===== src/sv/task_guard_wait_unit_defines.svh =====
// Assertion macros for the task guard-wait unit.
// Included by the modules that check their own logic; no other dependencies.
`ifndef TASK_GUARD_WAIT_UNIT_DEFINES_SVH
`define TASK_GUARD_WAIT_UNIT_DEFINES_SVH
`ifndef SYNTHESIS
// Same-cycle implication, reset-qualified
`define TGW_ASSERT_NOW(lbl, ante, cons) \
    lbl: assert property (@(posedge clk) disable iff (!rst_n) (ante) |-> (cons)) \
        else $error("tgw check failed");
// Next-cycle implication, reset-qualified
`define TGW_ASSERT_NEXT(lbl, ante, cons) \
    lbl: assert property (@(posedge clk) disable iff (!rst_n) (ante) |=> (cons)) \
        else $error("tgw check failed");
`else
`define TGW_ASSERT_NOW(lbl, ante, cons)
`define TGW_ASSERT_NEXT(lbl, ante, cons)
`endif
`endif


===== src/sv/tgw_pkg.sv =====
// Shared types and constants of the task guard-wait unit.
// No dependencies.
package tgw_pkg;

    localparam int TASK_IDX_W  = 5;
    localparam int GUARD_IDX_W = 4;
    localparam int TIME_W      = 32;
    localparam int MASK_W      = 32;

    // Operation codes carried by an item
    typedef enum logic [2:0] {
        OP_JOIN_GUARD    = 3'd0,
        OP_NOTE_ACCEPTED = 3'd1,
        OP_WAIT_CHANGE   = 3'd2,
        OP_GUARD_CHANGED = 3'd3,
        OP_ARM_DEADLINE  = 3'd4,
        OP_TICK          = 3'd5
    } op_t;

    // Per-task guard state
    typedef enum logic [1:0] {
        GST_EVALUATING = 2'd0,
        GST_WAITING    = 2'd1,
        GST_CHANGED    = 2'd2
    } guard_state_t;

    // Item travelling down the row of task cells, with its growing result
    typedef struct packed {
        op_t                    op;
        logic [TASK_IDX_W-1:0]  running_task;
        logic [GUARD_IDX_W-1:0] guard_index;
        logic                   accepted;
        logic [TIME_W-1:0]      time_value;
        logic                   user_result;
        logic                   suspend_running;
        logic [MASK_W-1:0]      ready_mask;
    } item_t;

endpackage


===== src/sv/tgw_cell.sv =====
// One task cell: holds the guard state, membership, deadline of one task and
// applies a passing item to them before handing the item on. Uses tgw_pkg.
module tgw_cell
    import tgw_pkg::*;
#(
    parameter int CELL_INDEX  = 0,
    parameter int GUARD_COUNT = 16
) (
    input  logic  clk,
    input  logic  rst_n,
    input  logic  in_valid,
    input  item_t in_item,
    input  logic  hold,
    output logic  out_valid,
    output item_t out_item
);

    localparam logic                  IN_RANGE  = (CELL_INDEX < MASK_W);
    localparam logic [TASK_IDX_W-1:0] CELL_TAG  = TASK_IDX_W'(CELL_INDEX);
    localparam logic [MASK_W-1:0]     READY_BIT = IN_RANGE ?
        (MASK_W'(1) << CELL_INDEX) : '0;

    guard_state_t           gs_reg, gs_next;
    logic [GUARD_COUNT-1:0] mem_reg, mem_next;
    logic                   hd_reg, hd_next;
    logic [TIME_W-1:0]      dl_reg, dl_next;
    logic                   valid_reg;
    item_t                  item_reg, item_next;
    logic [GUARD_COUNT-1:0] gsel;
    logic                   take;
    logic                   match;
    logic                   fire;

    assign take  = in_valid && !hold;
    assign match = IN_RANGE && (in_item.running_task == CELL_TAG);

    // one-hot of the named guard, zero when it is out of range
    always_comb
    begin
        for (int j = 0; j < GUARD_COUNT; j++)
        begin
            gsel[j] = ({{(32-GUARD_IDX_W){1'b0}}, in_item.guard_index} == 32'(j));
        end
    end

    // apply the item to this task
    always_comb
    begin
        gs_next   = gs_reg;
        mem_next  = mem_reg;
        hd_next   = hd_reg;
        dl_next   = dl_reg;
        item_next = in_item;
        fire      = 1'b0;
        case (in_item.op)
            OP_JOIN_GUARD:
            begin
                if (match && gs_reg == GST_EVALUATING)
                    mem_next = mem_reg | gsel;
            end
            OP_NOTE_ACCEPTED:
            begin
                if (match && in_item.accepted)
                begin
                    gs_next  = GST_EVALUATING;
                    mem_next = '0;
                    hd_next  = 1'b0;
                end
            end
            OP_WAIT_CHANGE:
            begin
                if (match)
                begin
                    if (gs_reg == GST_CHANGED)
                    begin
                        item_next.user_result = 1'b1;
                        gs_next = GST_EVALUATING;
                    end
                    else if (hd_reg || (mem_reg != '0))
                    begin
                        item_next.user_result     = 1'b1;
                        item_next.suspend_running = 1'b1;
                        gs_next = GST_WAITING;
                    end
                end
            end
            OP_GUARD_CHANGED:
                fire = ((mem_reg & gsel) != '0);
            OP_ARM_DEADLINE:
            begin
                if (match && gs_reg == GST_EVALUATING)
                begin
                    if (!hd_reg || (dl_reg > in_item.time_value))
                        dl_next = in_item.time_value;
                    hd_next = 1'b1;
                end
            end
            OP_TICK:
                fire = hd_reg && (in_item.time_value >= dl_reg);
            default:
                fire = 1'b0;
        endcase

        // guard condition fired: leave guards, then wake or mark
        if (fire)
        begin
            mem_next = '0;
            hd_next  = 1'b0;
            case (gs_reg)
                GST_WAITING:
                begin
                    gs_next = GST_EVALUATING;
                    item_next.ready_mask = in_item.ready_mask | READY_BIT;
                end
                GST_EVALUATING:
                    gs_next = GST_CHANGED;
                default:
                    gs_next = gs_reg;
            endcase
        end
    end

    // task state and hand-off valid
    always_ff @(posedge clk or negedge rst_n)
    begin
        if (!rst_n)
        begin
            gs_reg    <= GST_EVALUATING;
            mem_reg   <= '0;
            hd_reg    <= 1'b0;
            valid_reg <= 1'b0;
        end
        else
        begin
            if (take)
            begin
                gs_reg  <= gs_next;
                mem_reg <= mem_next;
                hd_reg  <= hd_next;
            end
            if (!hold)
                valid_reg <= in_valid;
        end
    end

    // deadline and hand-off payload
    always_ff @(posedge clk)
    begin
        if (take)
        begin
            dl_reg   <= dl_next;
            item_reg <= item_next;
        end
    end

    assign out_valid = valid_reg;
    assign out_item  = item_reg;

endmodule


===== config.mk =====
export PLATFORM = sky130hd
export DESIGN_NAME = tgw_cell
export DESIGN_NICKNAME = d
export VERILOG_FILES = /design/src/sv/task_guard_wait_unit_defines.svh /design/src/sv/tgw_pkg.sv /design/src/sv/tgw_cell.sv
export SDC_FILE = /design/constraint.sdc
export NUM_CORES = 1
export LEC_CHECK = 0
export BUFFER_PORTS_ARGS = -buffer_cell sky130_fd_sc_hd__buf_2
export CORE_ASPECT_RATIO = 1.1
export CORE_MARGIN = 2
export CORE_UTILIZATION = 47
export CTS_CLUSTER_DIAMETER = 50
export DETAILED_ROUTE_END_ITERATION = 10
export GPL_TIMING_DRIVEN = 0
export PLACE_DENSITY = 0.78
export REMOVE_ABC_BUFFERS = 1
export SKIP_CTS_REPAIR_TIMING = 1
export SLEW_MARGIN = 40
export SYNTH_ARGS = -nofsm -noshare
export SYNTH_HDL_FRONTEND = slang
export SYNTH_SLANG_ARGS = --single-unit

===== constraint.sdc =====
create_clock -name clk -period 2.74 [get_ports clk]
set_input_delay 0.548 -clock clk [delete_from_list [all_inputs] [get_ports clk]]
set_output_delay 0.548 -clock clk [all_outputs]
set_load 0.01 [all_outputs]

==> results.md, run 1 <==
STA:
- The total count of max-transition violations in the final report is 0.
- After layout, the worst setup slack is 0.182 ns.
- The final hold slack is 0.104 ns.
- The number of hold-slack violations in the final timing report was 0.
- Summed over all failing endpoints, the final setup total negative slack is 0 ns.
- The fraction of the cycle the final worst path needs is 93.4%.
- In this run the tightest slew margin relative to its limit is 55.9%.
- Across the routed clock network, the largest skew measured is 0.0113 ns.
- At the pin with the least slew margin, the transition time is 0.661 ns.
- The post-route minimum period is 2.56 ns.
- Based on the critical path, the design can be clocked at up to 391 MHz.
- Setup violations remaining at the end of the flow were counted as 0.

Floorplanning:
- The floorplan step defined a die boundary enclosing 13000 sq um.
- The die is 109 um wide.
- The initial utilization of the core area, before any placement, comes to 47.8%.
- The height of the die is 120 um.
- The number of ports placed on the die boundary is 163.
- The cell row count is 42.
- The placeable core area is 11900 sq um.

Global route:
- After global routing the overflow that remains totals 0.
- The global-route usage over all layers is 19.6%.
- The initial antenna violation count is 0.
- The number of global-route vias before repair is 3921.
- The first-pass GRT wire length is 19.2 mm.
- The largest net degree at the start of global routing is 41.

Yosys:
- The area share of the leading cell type in the synthesized netlist is 58.4%.
- The count of flip-flops with a built-in enable after synthesis is 111.
- Dividing the synthesized area by the synthesized cell count gives 14.4 sq um.
- After synthesis the netlist holds a flip-flop and latch count of 131.
- Synthesis produced a netlist whose cell count is 396.
- The leading register cell type out of synthesis is edfxtp_1.
- In the post-synthesis netlist, the cell with the most instances is edfxtp_1.
- Sequential elements use 67.2% of the synthesized area.
- In the post-synthesis netlist, the biggest area contributors are edfxtp_1 58%, dfrtp_1 8.8%, ha_1 7.0%, inv_1 3.2%, a21oi_1 1.6%.
- In this run the cell area of the synthesized design comes to 5700 sq um.
- The proportion of register bits with asynchronous set or reset after synthesis is 15.3%.
- By count the netlist is led by 111 x edfxtp_1, 49 x inv_1, 32 x ha_1.
- The count of distinct cell types in the synthesized netlist is 62.
- The synthesized design spends more area on one cell type than any other, namely edfxtp_1.
- The number of warnings printed during yosys synthesis is 0.

Detailed routing:
- Dividing the detail-routed wire length by the instance count gives 17.1 um.
- The DRC violation total after the first TritonRoute iteration is 170.
- The final layout contains routed wiring with a total length of 12.6 mm.
- In this run the remaining antenna-violating nets after routing total 0.
- Detailed routing inserted a total of 3927 vias.
- The DRC violation count after routing is 0.
- The number of iterations in the first detailed-routing pass is 4.
- In the routed layout, each cell is associated on average with a via count of 5.33.

Setup path:
- The largest individual stage delay along the critical path comes from the cell a2111oi_2.
- The reg-to-reg critical path endpoint is dl_reg[20].
- The launching element type of the critical path is a flip-flop.
- The endpoint of the worst setup timing path is dl_reg[20].
- The number of cell instances on the worst register-to-register path is 9.
- The top fanout value on the critical path is 24.
- STA puts the critical path data required time at 2.84 ns.
- The delay of the slowest cell on the worst path is 0.43 ns.
- The critical path capture point type is a flip-flop.
- STA puts the critical path data arrival time at 2.66 ns.
- The critical path starts at dl_reg[19].
- The reg2reg setup slack is 0.18 ns.
- The startpoint identified for the worst register-to-register timing path is dl_reg[19].
- The critical path is of the flip-flop to flip-flop type.
- Walking the worst path, the cells encountered are inv_1 -> ha_1 -> a21oi_1 -> o21ai_1 -> a2111oi_2 -> o31ai_2 -> o21ai_0 -> and2_4 -> buf_16.

Clocking:
- TritonCTS created 17 clock buffers.
- The number of buffers between clock root and the deepest sink is 2.
- TritonCTS built the clock tree.
- The clock root buffer is clkbuf_16.
- The number of clock sinks is 131.
- The post-CTS clock slew at the launch and capture registers of the worst setup and hold paths is 0.06 ns.
- The H-tree was split into 4 levels.
- The later pin in the worst-skew pair is clocked with a latency of 0.41 ns.

Cells and area:
- Fill cells in the final layout number 915.
- Cells with a size suffix above 1 make up 39.5% of the layout.
- The repair_antennas step left the layout with diodes totalling 0.
- The register with the most flip-flops in the layout has 79 of them.
- The area growth from synthesis to layout is 28.0%.
- The final net count is 685.

Placed design:
- OpenSTA, run right after detailed placement, puts the worst setup slack at -0.389 ns.
- The number of buffer cells added on primary ports is 162.
- The HPWL after detailed placement is 9.13 mm.
- The last weighted congestion value of the routability-driven placer is 0.853.

Flow run:
- Across the run, the number of max-cap violations was 0.

Power and ir drop:
- VDD sags by at most 0.433 mV.
- Summed over all cells, the static leakage comes to 3.07 nW.
- In this run the power density over the cells is 712 nW/um^2.

Run status:
- The flow ran to the end, and the final reports show no timing, DRC or antenna violations.

Hold path:
- The path class of the tightest hold or removal check is input port to asynchronous set/reset pin.
area by class of cell:
| type | count | area (sq um) | share of cell area, % |
|---|---|---|---|
| Sequential cell | 131 | 3830 | 52.5 |
| Multi-Input combinational cell | 206 | 1610 | 22.0 |
| Timing Repair Buffer | 165 | 878 | 12.0 |
| Clock buffer | 18 | 429 | 5.88 |
| Tap cell | 154 | 193 | 2.64 |
| Inverter | 49 | 184 | 2.52 |
| Clock inverter | 14 | 178 | 2.43 |
critical path: cells and delay by family (launching register included):
family                   cells  cell delay [ns]
AO/OA/AOI/OAI                5             1.11
AND/OR/NAND/NOR              1             0.28
flip-flops                   1             0.36
buffers and inverters        2             0.26
adder cells (fa/ha/maj)      1             0.23
report_power, final:
group / switching, mW / internal (mW) / total (mW)
Combinational: 0.287 / 0.206 / 0.493
Sequential: 0.0784 / 2.32 / 2.40
Clock: 0.868 / 1.44 / 2.31
Total: 1.23 / 3.97 / 5.20
routing by layer:
layer,part of all wire (%),global-route usage (%)
met1,40,23.2
met2,50,33.0
met3,8.6,6.25
met4,2.0,7.45
met5,0,0
metrics by stage:
step | area (sq um) | util (%) | std cells | total power, mW
CTS | 7300 | 61.2 | 737 | 5.24
floorplan | 5610 | - | 386 | 2.68
global route | 7300 | 61.2 | 737 | 5.40
detailed placement | 6690 | 56.1 | 705 | 2.93
finish | 7300 | 61.2 | 737 | 5.20
global placement | 6620 | 55.5 | 702 | 2.91
logic make-up (layout without fill, tap and decap cells):
kind of cell	count (synthesis)	in the layout	synth area share [%]
adder cells (fa/ha/maj)	32	32	7.02
AND/OR/NAND/NOR	83	83	8.84
AO/OA/AOI/OAI	86	86	11.2
buffers and inverters	59	246	4.80
multiplexers	5	5	0.899
flip-flops	131	131	67.2
cells in the final DEF (no fill, tap or decap), types with 7 or more instances in the layout:
| cell type | count |
|---|---|
| nand2_1 | 12 |
| buf_2 | 162 |
| clkbuf_16 | 17 |
| dfrtp_1 | 20 |
| edfxtp_1 | 111 |
| nor4_1 | 9 |
| nand2b_1 | 7 |
| o21ai_0 | 12 |
| inv_1 | 49 |
| nor2_1 | 14 |
| ha_1 | 32 |
| o21ai_1 | 14 |
| a21oi_2 | 9 |
| nor3_1 | 13 |
| a21oi_1 | 18 |
worst min-delay path by stage:
stage / start / endpoint / slack, ns / cells after the start
floorplan: rst_n / gs_reg[0] / 0.25 / 0
global placement: out_valid / out_valid / 0.46 / 1
detailed placement: out_valid / out_valid / 0.47 / 1
CTS: rst_n / gs_reg[0] / 0.11 / 1
global route: rst_n / mem_reg[10] / 0.12 / 1
finish: rst_n / mem_reg[10] / 0.10 / 1
Note: power is estimated with default switching activity, not from simulation.
==> inputs of run 2 (changes only) <==
Settings changed: CORE_UTILIZATION 47 to 45, PLACE_DENSITY 0.78 to 0.75.
==> run 2 against run 1 <==
Net effect:
- sequential cell count stayed put
- non-clock buffer count rose by 1
- critical path depth is the same
- fmax is 1.7% higher
- combinational power hardly changed
- clock power is essentially flat
- routed wire length decreased by 3.9%
- count of clock-buffer cells in the layout stayed put
- final area is 0.55% higher
- die area increased by 4.3%
- register-to-register slack better by 0.04 ns
- largest power group unchanged
- highest routed layer unchanged
==> results.md, run 2 (synthesis results as in run 1) <==
STA:
- The post-route minimum period is 2.52 ns (was 2.56 ns).
- The worst slew margin relative to its limit is 56.9% (was 55.9%).
- The total negative slack for setup checks is 0 ns (unchanged).
- The number of hold-slack violations in the final timing report is 0 (unchanged).
- The maximum clock rate came to 398 MHz (was 391 MHz).
- The total count of max-transition violations in the final report was 0 (unchanged).
- The number of setup violations in the final report is 0 (unchanged).
- Setup repair after global routing left no endpoint under its margin.
- The worst-case clock skew is 0.00656 ns (was 0.0113 ns).
- The least setup slack across all paths after layout was 0.224 ns (was 0.182 ns).
- The final hold slack is 0.0857 ns (was 0.104 ns).
- The fraction of the cycle the final worst path needs came to 91.8% (was 93.4%).
- The worst-margin pin slew is 0.643 ns (was 0.661 ns).

Placed design:
- The HPWL reported at the end of detailed placement is 8.98 mm (was 9.13 mm).
- The number of buffer cells added on primary ports is 162 (unchanged).
- The last weighted congestion value of the routability-driven placer is 0.874 (was 0.853).
- The worst-case setup slack after placement was -0.356 ns (was -0.389 ns).
- The post-placement cell count is 708 (was 705).

Run status:
- Result of the run: complete, no violations (unchanged).

Cells and area:
- The final standard cell count with taps included and fillers excluded is 741 (was 737).
- The number of inserted filler cells in the final layout was 981 (was 915).
- The count of antenna diodes in the layout is 0 (unchanged).
- The area added between synthesis and finish is 28.7% (was 28.0%).
- The commonest non-fill, non-tap cell in the layout is buf_2 (unchanged).
- The total area of multi-input combinational cells came to 1610 sq um (unchanged).
- The number of flip-flops in the largest register was 79 (unchanged).
- Highest-count cells in the layout ignoring fill and taps: 162 x buf_2, 111 x edfxtp_1, 49 x inv_1 (unchanged).
- The flip-flop and latch area is 3830 sq um (unchanged).
- The proportion of layout cells with a drive suffix above 1 came to 39.0% (was 39.5%).
- The final net count is 686 (was 685).

Floorplanning:
- The number of ports placed on the die boundary is 163 (unchanged).
- The initial core utilization is 45.7% (was 47.8%).
- The die area is 13600 sq um (was 13000 sq um).
- The placeable core area is 12500 sq um (was 11900 sq um).
- The height of the die is 122 um (was 120 um).
- The horizontal extent of the die is 111 um (was 109 um).
- The cell row count is 43 (was 42).

Setup path:
- The critical path class was flip-flop to flip-flop (unchanged).
- The kind of cell adding the most delay to the critical path is compound AO/OA/AOI/OAI gates (unchanged).
- The slowest stage cell on the critical path is o31ai_2 (was a2111oi_2).
- The required time reported for the critical path endpoint is 2.90 ns (was 2.84 ns).
- The delay of the slowest cell on the worst path is 0.58 ns (was 0.43 ns).
- The launching element type of the critical path was a flip-flop (unchanged).
- The arrival time of data at the critical path endpoint is 2.68 ns (was 2.66 ns).
- CP cell instances: inv_1 -> ha_1 -> nand2_1 -> o21ai_1 -> a2111oi_2 -> o31ai_2 -> o21ai_0 -> and2_4 -> buf_16 (was inv_1 -> ha_1 -> a21oi_1 -> o21ai_1 -> a2111oi_2 -> o31ai_2 -> o21ai_0 -> and2_4 -> buf_16).
- The number of buffer and inverter instances along the worst setup path is 2 (unchanged).
- The top fanout value on the critical path is 22 (was 24).
- The critical path capture point type is a flip-flop (unchanged).

Clocking:
- The number of clock sinks came to 131 (unchanged).
- The clock latency at the later pin of the worst-skew pair came to 0.41 ns (about the same).
- The number of buffers between clock root and the deepest sink is 2 (unchanged).
- The clock root buffer is clkbuf_16 (unchanged).
- The number of CTS-inserted buffers is 17 (unchanged).
- The TritonCTS clock tree was yes (unchanged).
- The maximum level of the CTS H-tree was 4 (unchanged).
- The post-CTS clock slew at the launch and capture registers of the worst setup and hold paths is 0.06 ns (about the same).

Flow run:
- The count of max-cap constraint violations was 0 (unchanged).

Detailed routing:
- The count of vias placed by the detailed router is 3802 (was 3927).
- The number of iterations in the first detailed-routing pass came to 4 (unchanged).
- The number of vias per cell is 5.13 (was 5.33).
- The DRC violation count after routing is 0 (unchanged).
- The number of nets with antenna violations after routing is 0 (unchanged).
- The DRC violation total after the first TritonRoute iteration is 215 (was 170).
- The wire length after detailed routing is 12.1 mm (was 12.6 mm).
- The routed wire length per instance is 16.4 um (was 17.1 um).

Global route:
- The largest net degree at the start of global routing is 41 (unchanged).
- The global-route usage over all layers is 18.3% (was 19.6%).
- The initial antenna violation count is 0 (unchanged).
- The first-pass GRT wire length came to 19.1 mm (was 19.2 mm).
- The leftover overflow at the end of global routing is 0 (unchanged).
- The number of global-route vias before repair is 3811 (was 3921).

Hold path:
- The path category of the worst min-delay check was input port to asynchronous set/reset pin (unchanged).

Power and ir drop:
- The leakage dissipation is 3.08 nW (was 3.07 nW).
- The power per standard cell area is 712 nW/um^2 (about the same).
- The maximum resistive drop on vdd is 0.416 mV (was 0.433 mV).
[run 2: changes by cell type in the layout (fill, tap and decap cells not counted), sizes merged]
| cell | before | now |
|---|---|---|
| inv | 52 | 50 |
| clkinvlp | 1 | 2 |
| bufinv | 3 | 4 |
| buf | 165 | 166 |
[run 2: metal layers]
metal	share of wire (%)	up-vias	track usage (%)	wire [um]
li1	-	1832	-	-
met4	1.6	0	7.64	189
met3	6.7	17	6.07	818
met1	41	1803	21.7	5030
met5	0	-	0	0
met2	50	150	30.9	6090
[run 2: final timing paths]
kind / start / cells after the start / to / slack [ns]
setup / recovery: dl_reg[27] / 9 / dl_reg[20] / 0.22
hold / removal: rst_n / 1 / gs_reg[0] / 0.09
setup reg to reg: dl_reg[27] / 9 / dl_reg[20] / 0.22
hold reg to reg: out_valid / 1 / out_valid / 0.48
max in group asynchronous: rst_n / 1 / mem_reg[10] / 2.33
min in group clk: in_item[31] / 1 / out_item[31] / 0.31
[run 2: final cells by class]
type / instances / share of cell area, %
tap: 157 / 2.68
inverter: 49 / 2.50
clock buffer: 18 / 5.84
multi-input combinational: 206 / 21.9
clock inverter: 14 / 2.54
sequential: 131 / 52.2
timing repair buffer: 166 / 12.3
[run 2: per-stage QoR]
step / area, sq um / power, mW / util (%)
after floorplan: 5610 / 2.68 / -
after global placement: 6620 / 2.91 / 53.0
after detailed placement: 6700 / 2.93 / 53.7
after CTS: 7320 / 5.28 / 58.6
after global routing: 7340 / 5.45 / 58.8
final: 7340 / 5.23 / 58.8
[run 2: report_power, final]
part | total [mW] | leakage, nW | internal [mW] | switching, mW
Combinational | 0.494 | 1.50 | 0.208 | 0.286
Clock | 2.34 | 0.293 | 1.52 | 0.824
Sequential | 2.40 | 1.29 | 2.32 | 0.0794
==> inputs of run 3 (changes only) <==
Settings changed: ABC_AREA set to 1, PLACE_DENSITY 0.75 to 0.76.
==> run 3 against run 2 <==
Net effect:
- sequential cell count unchanged
- largest power group unchanged
- die area down 1.2%
- sequential share of layout area up 0.28 points
- synthesized area shrank 1.2%
- global-route usage fell by 0.17 points
- power down 4.9%
- via count up 7.1%
- clock skew is 0.00094 ns higher
==> results.md, run 3 <==
Setup path:
- The delay of the slowest cell on the worst path is 0.40 ns (was 0.58 ns).
- The cell that appears most often on the critical path is nand2_1.
- CP cell instances: inv_1 -> ha_1 -> a21oi_1 -> nor2_1 -> nor2_1 -> nand2_1 -> nand2_1 -> nand2_1 -> nand2_1 -> nand3_1 -> nand2_1 -> nand2_2 -> o21ai_4 -> nand2_1 -> nand2_1 (was inv_1 -> ha_1 -> nand2_1 -> o21ai_1 -> a2111oi_2 -> o31ai_2 -> o21ai_0 -> and2_4 -> buf_16).
- The top fanout value on the critical path came to 16 (was 22).
- The required time reported for the critical path endpoint came to 3.08 ns (was 2.90 ns).
- The slowest stage cell on the critical path was o21ai_4 (was o31ai_2).
- The start of the worst register-to-register path is dl_reg[5] (was dl_reg[27]).
- The reg-to-reg critical path endpoint was mem_reg[0] (was dl_reg[20]).
- The reg2reg setup slack came to 0.45 ns (was 0.22 ns).
- The critical path class is flip-flop to flip-flop (unchanged).
- The arrival time of data at the critical path endpoint came to 2.62 ns (was 2.68 ns).
- The number of cell instances on the worst register-to-register path came to 15 (was 9).
- The launching element type of the critical path was a flip-flop (unchanged).
- The critical path capture point type is a flip-flop (unchanged).

Cells and area:
- The number of inserted filler cells in the final layout is 952 (was 981).
- Highest-count cells in the layout ignoring fill and taps: 162 x buf_2, 111 x edfxtp_1, 107 x nand2_1 (was 162 x buf_2, 111 x edfxtp_1, 49 x inv_1).
- The commonest non-fill, non-tap cell in the layout is buf_2 (unchanged).
- The number of flip-flops in the largest register was 79 (unchanged).
- The final net count is 778 (was 686).
- The area added between synthesis and finish is 29.6% (was 28.7%).
- The proportion of layout cells with a drive suffix above 1 is 31.8% (was 39.0%).
- The fraction of the core area covered by cells at the end of the flow is 60.2% (was 58.8%).

Yosys:
- List of most frequent post-synthesis cells: 111 x edfxtp_1, 107 x nand2_1, 61 x inv_1, 61 x nor2_1, 32 x ha_1 (was 111 x edfxtp_1, 49 x inv_1, 32 x ha_1).
- The most common cell in the synthesized netlist was edfxtp_1 (unchanged).
- The cell type with the highest aggregate area in the netlist is edfxtp_1 (unchanged).
- The number of warnings printed during yosys synthesis is 0 (unchanged).
- Cell types occupying the most area after synthesis: edfxtp_1 59%, dfrtp_1 8.9%, nand2_1 7.1%, ha_1 7.1%, inv_1 4.1% (was edfxtp_1 58%, dfrtp_1 8.8%, ha_1 7.0%, inv_1 3.2%, a21oi_1 1.6%).
- The sequential-to-total area share from yosys stat is 68.0% (was 67.2%).
- The number of register bits inferred by synthesis is 131 (unchanged).
- The count of distinct cell types in the synthesized netlist was 29 (was 62).
- The post-synth design cell area came to 5640 sq um (was 5700 sq um).
- The leading register cell type out of synthesis is edfxtp_1 (unchanged).
- The count of flip-flops with a built-in enable after synthesis is 111 (unchanged).
- The post-synthesis area per instance is 11.6 sq um (was 14.4 sq um).
- The synthesized instance count is 484 (was 396).
- The area share of the leading cell type in the synthesized netlist is 59.1% (was 58.4%).
- The proportion of register bits with asynchronous set or reset after synthesis is 15.3% (unchanged).

STA:
- The fraction of the cycle the final worst path needs is 83.5% (was 91.8%).
- The worst-margin pin slew was 0.776 ns (was 0.643 ns).
- RSZ-0062 raised after global routing: no (unchanged).
- The maximum clock rate was 437 MHz (was 398 MHz).
- The worst-case clock skew is 0.00750 ns (was 0.00656 ns).
- The total negative slack for setup checks is 0 ns (unchanged).
- The total count of max-transition violations in the final report is 0 (unchanged).
- The post-route minimum period is 2.29 ns (was 2.52 ns).
- The least setup slack across all paths after layout came to 0.453 ns (was 0.224 ns).
- The number of hold-slack violations in the final timing report came to 0 (unchanged).
- The number of setup violations in the final report is 0 (unchanged).
- The worst slew margin relative to its limit is 48.1% (was 56.9%).

Run status:
- Result of the run: complete, no violations (unchanged).

Detailed routing:
- The DRC violation total after the first TritonRoute iteration is 249 (was 215).
- The number of vias per cell was 4.90 (was 5.13).
- The count of vias placed by the detailed router came to 4072 (was 3802).
- The routed wire length per instance is 14.2 um (was 16.4 um).
- The DRC violation count after routing came to 0 (unchanged).
- The number of iterations in the first detailed-routing pass is 4 (unchanged).
- The number of nets with antenna violations after routing is 0 (unchanged).
- The wire length after detailed routing is 11.8 mm (was 12.1 mm).

Clocking:
- The number of CTS-inserted buffers came to 17 (unchanged).
- The TritonCTS clock tree is yes (unchanged).
- The number of buffers between clock root and the deepest sink is 2 (unchanged).
- The clock root buffer is clkbuf_16 (unchanged).
- The maximum level of the CTS H-tree is 4 (unchanged).
- The number of clock sinks was 131 (unchanged).
- The post-CTS clock slew at the launch and capture registers of the worst setup and hold paths is 0.06 ns (about the same).
- The clock latency at the later pin of the worst-skew pair is 0.40 ns (was 0.41 ns).

Power and ir drop:
- The leakage dissipation is 3.35 nW (was 3.08 nW).
- The maximum resistive drop on vdd is 0.467 mV (was 0.416 mV).
- The power per standard cell area is 681 nW/um^2 (was 712 nW/um^2).

Floorplanning:
- The cell row count came to 42 (was 43).
- The number of ports placed on the die boundary was 163 (unchanged).
- The height of the die is 121 um (was 122 um).
- The horizontal extent of the die was 111 um (about the same).
- The initial core utilization is 46.4% (was 45.7%).
- The die area is 13400 sq um (was 13600 sq um).
- The placeable core area is 12100 sq um (was 12500 sq um).

Global route:
- The first-pass GRT wire length is 19.4 mm (was 19.1 mm).
- The leftover overflow at the end of global routing is 0 (unchanged).
- The initial antenna violation count is 1 (was 0).
- The number of global-route vias before repair is 4235 (was 3811).
- The met1 usage in global routing is 21.2% (was 21.7%).
- The met3 track utilization from global routing came to 5.19% (was 6.07%).
- The met2 layer usage reported by global route is 32.2% (was 30.9%).
- The busiest layer in global routing is met2 (unchanged).
- The global-route usage over all layers came to 18.1% (was 18.3%).
- The largest net degree at the start of global routing is 59 (was 41).

Placed design:
- The worst-case setup slack after placement was 0.181 ns (was -0.356 ns).
- The number of buffer cells added on primary ports came to 162 (unchanged).
- The last weighted congestion value of the routability-driven placer came to 0.910 (was 0.874).
- The HPWL reported at the end of detailed placement came to 8.69 mm (was 8.98 mm).

Hold path:
- The path category of the worst min-delay check is input port to asynchronous set/reset pin (unchanged).

Flow run:
- The count of max-cap constraint violations is 0 (unchanged).
-- run 3: cell types whose count changed after synthesis, sizes merged, moves of 7 or more --
cell | previous run | this run
nand2 | 13 | 109
nor2 | 15 | 61
inv | 49 | 68
o21ai | 27 | 9
nand4 | 6 | 19
nor3 | 15 | 7
nor4 | 9 | 1
nand2b | 7 | 0
-- run 3: layout make-up --
class / instances / area (sq um) / area share [%]
Tap cell: 154 / 193 / 2.64
Sequential cell: 131 / 3830 / 52.5
Antenna cell: 1 / 2.50 / 0.0343
Multi-Input combinational cell: 279 / 1540 / 21.1
Timing Repair Buffer: 166 / 888 / 12.2
Clock inverter: 14 / 158 / 2.16
Clock buffer: 18 / 429 / 5.88
Inverter: 68 / 260 / 3.56
-- run 3: routing by layer --
layer / up-vias / routed length (um) / share of wire [%]
met5: - / 0 / 0
met2: 127 / 6210 / 53
met4: 0 / 84 / 0.71
met3: 8 / 654 / 5.5
li1: 2014 / - / -
met1: 1923 / 4870 / 41
-- run 3: per-stage QoR --
| stage | instance area [sq um] | power, mW | cells | hold WS [ns] |
|---|---|---|---|---|
| after floorplan | 5600 | 2.59 | 478 | 0.252 |
| after global placement | 6600 | 2.79 | 794 | 0.457 |
| after detailed placement | 6710 | 2.82 | 797 | 0.474 |
| after CTS | 7290 | 5.02 | 829 | 0.0909 |
| after global routing | 7300 | 5.17 | 830 | 0.110 |
| final | 7300 | 4.97 | 831 | 0.0871 |
-- run 3: critical path, delay by kind of cell, from the launching register on --
| kind | cells | cell delay (ns) |
|---|---|---|
| AND/OR/NAND/NOR | 11 | 0.98 |
| flip-flops | 1 | 0.37 |
| AO/OA/AOI/OAI | 2 | 0.56 |
| adder cells (fa/ha/maj) | 1 | 0.23 |
| buffers and inverters | 1 | 0.07 |
-- run 3: power by group --
part	leakage (nW)	total [mW]	switching (mW)	internal, mW
logic	1.77	0.443	0.269	0.174
registers	1.30	2.34	0.0482	2.29
clock network	0.282	2.20	0.845	1.35
total	3.35	4.97	1.16	3.81
-- run 3: worst max-delay path by stage --
stage                      from     endpoint  cells past startpoint
floorplan                  hold    dl_reg[0]                      5
global placement           hold    dl_reg[4]                      6
detailed placement  in_item[57]  mem_reg[13]                     12
CTS                   dl_reg[5]  mem_reg[13]                     15
global route          dl_reg[5]   mem_reg[3]                     15
finish                dl_reg[5]   mem_reg[0]                     15
-- run 3: logic make-up (layout without fill, tap and decap cells) --
| logic type | Yosys count | in the layout | synth area share (%) |
|---|---|---|---|
| fa+ha+maj | 32 | 32 | 7.10 |
| simple gates | 205 | 205 | 15.1 |
| compound gates | 42 | 42 | 4.64 |
| buf+inv | 74 | 266 | 5.15 |
| other cells | 0 | 1 | 0 |
| flops | 131 | 131 | 68.0 |
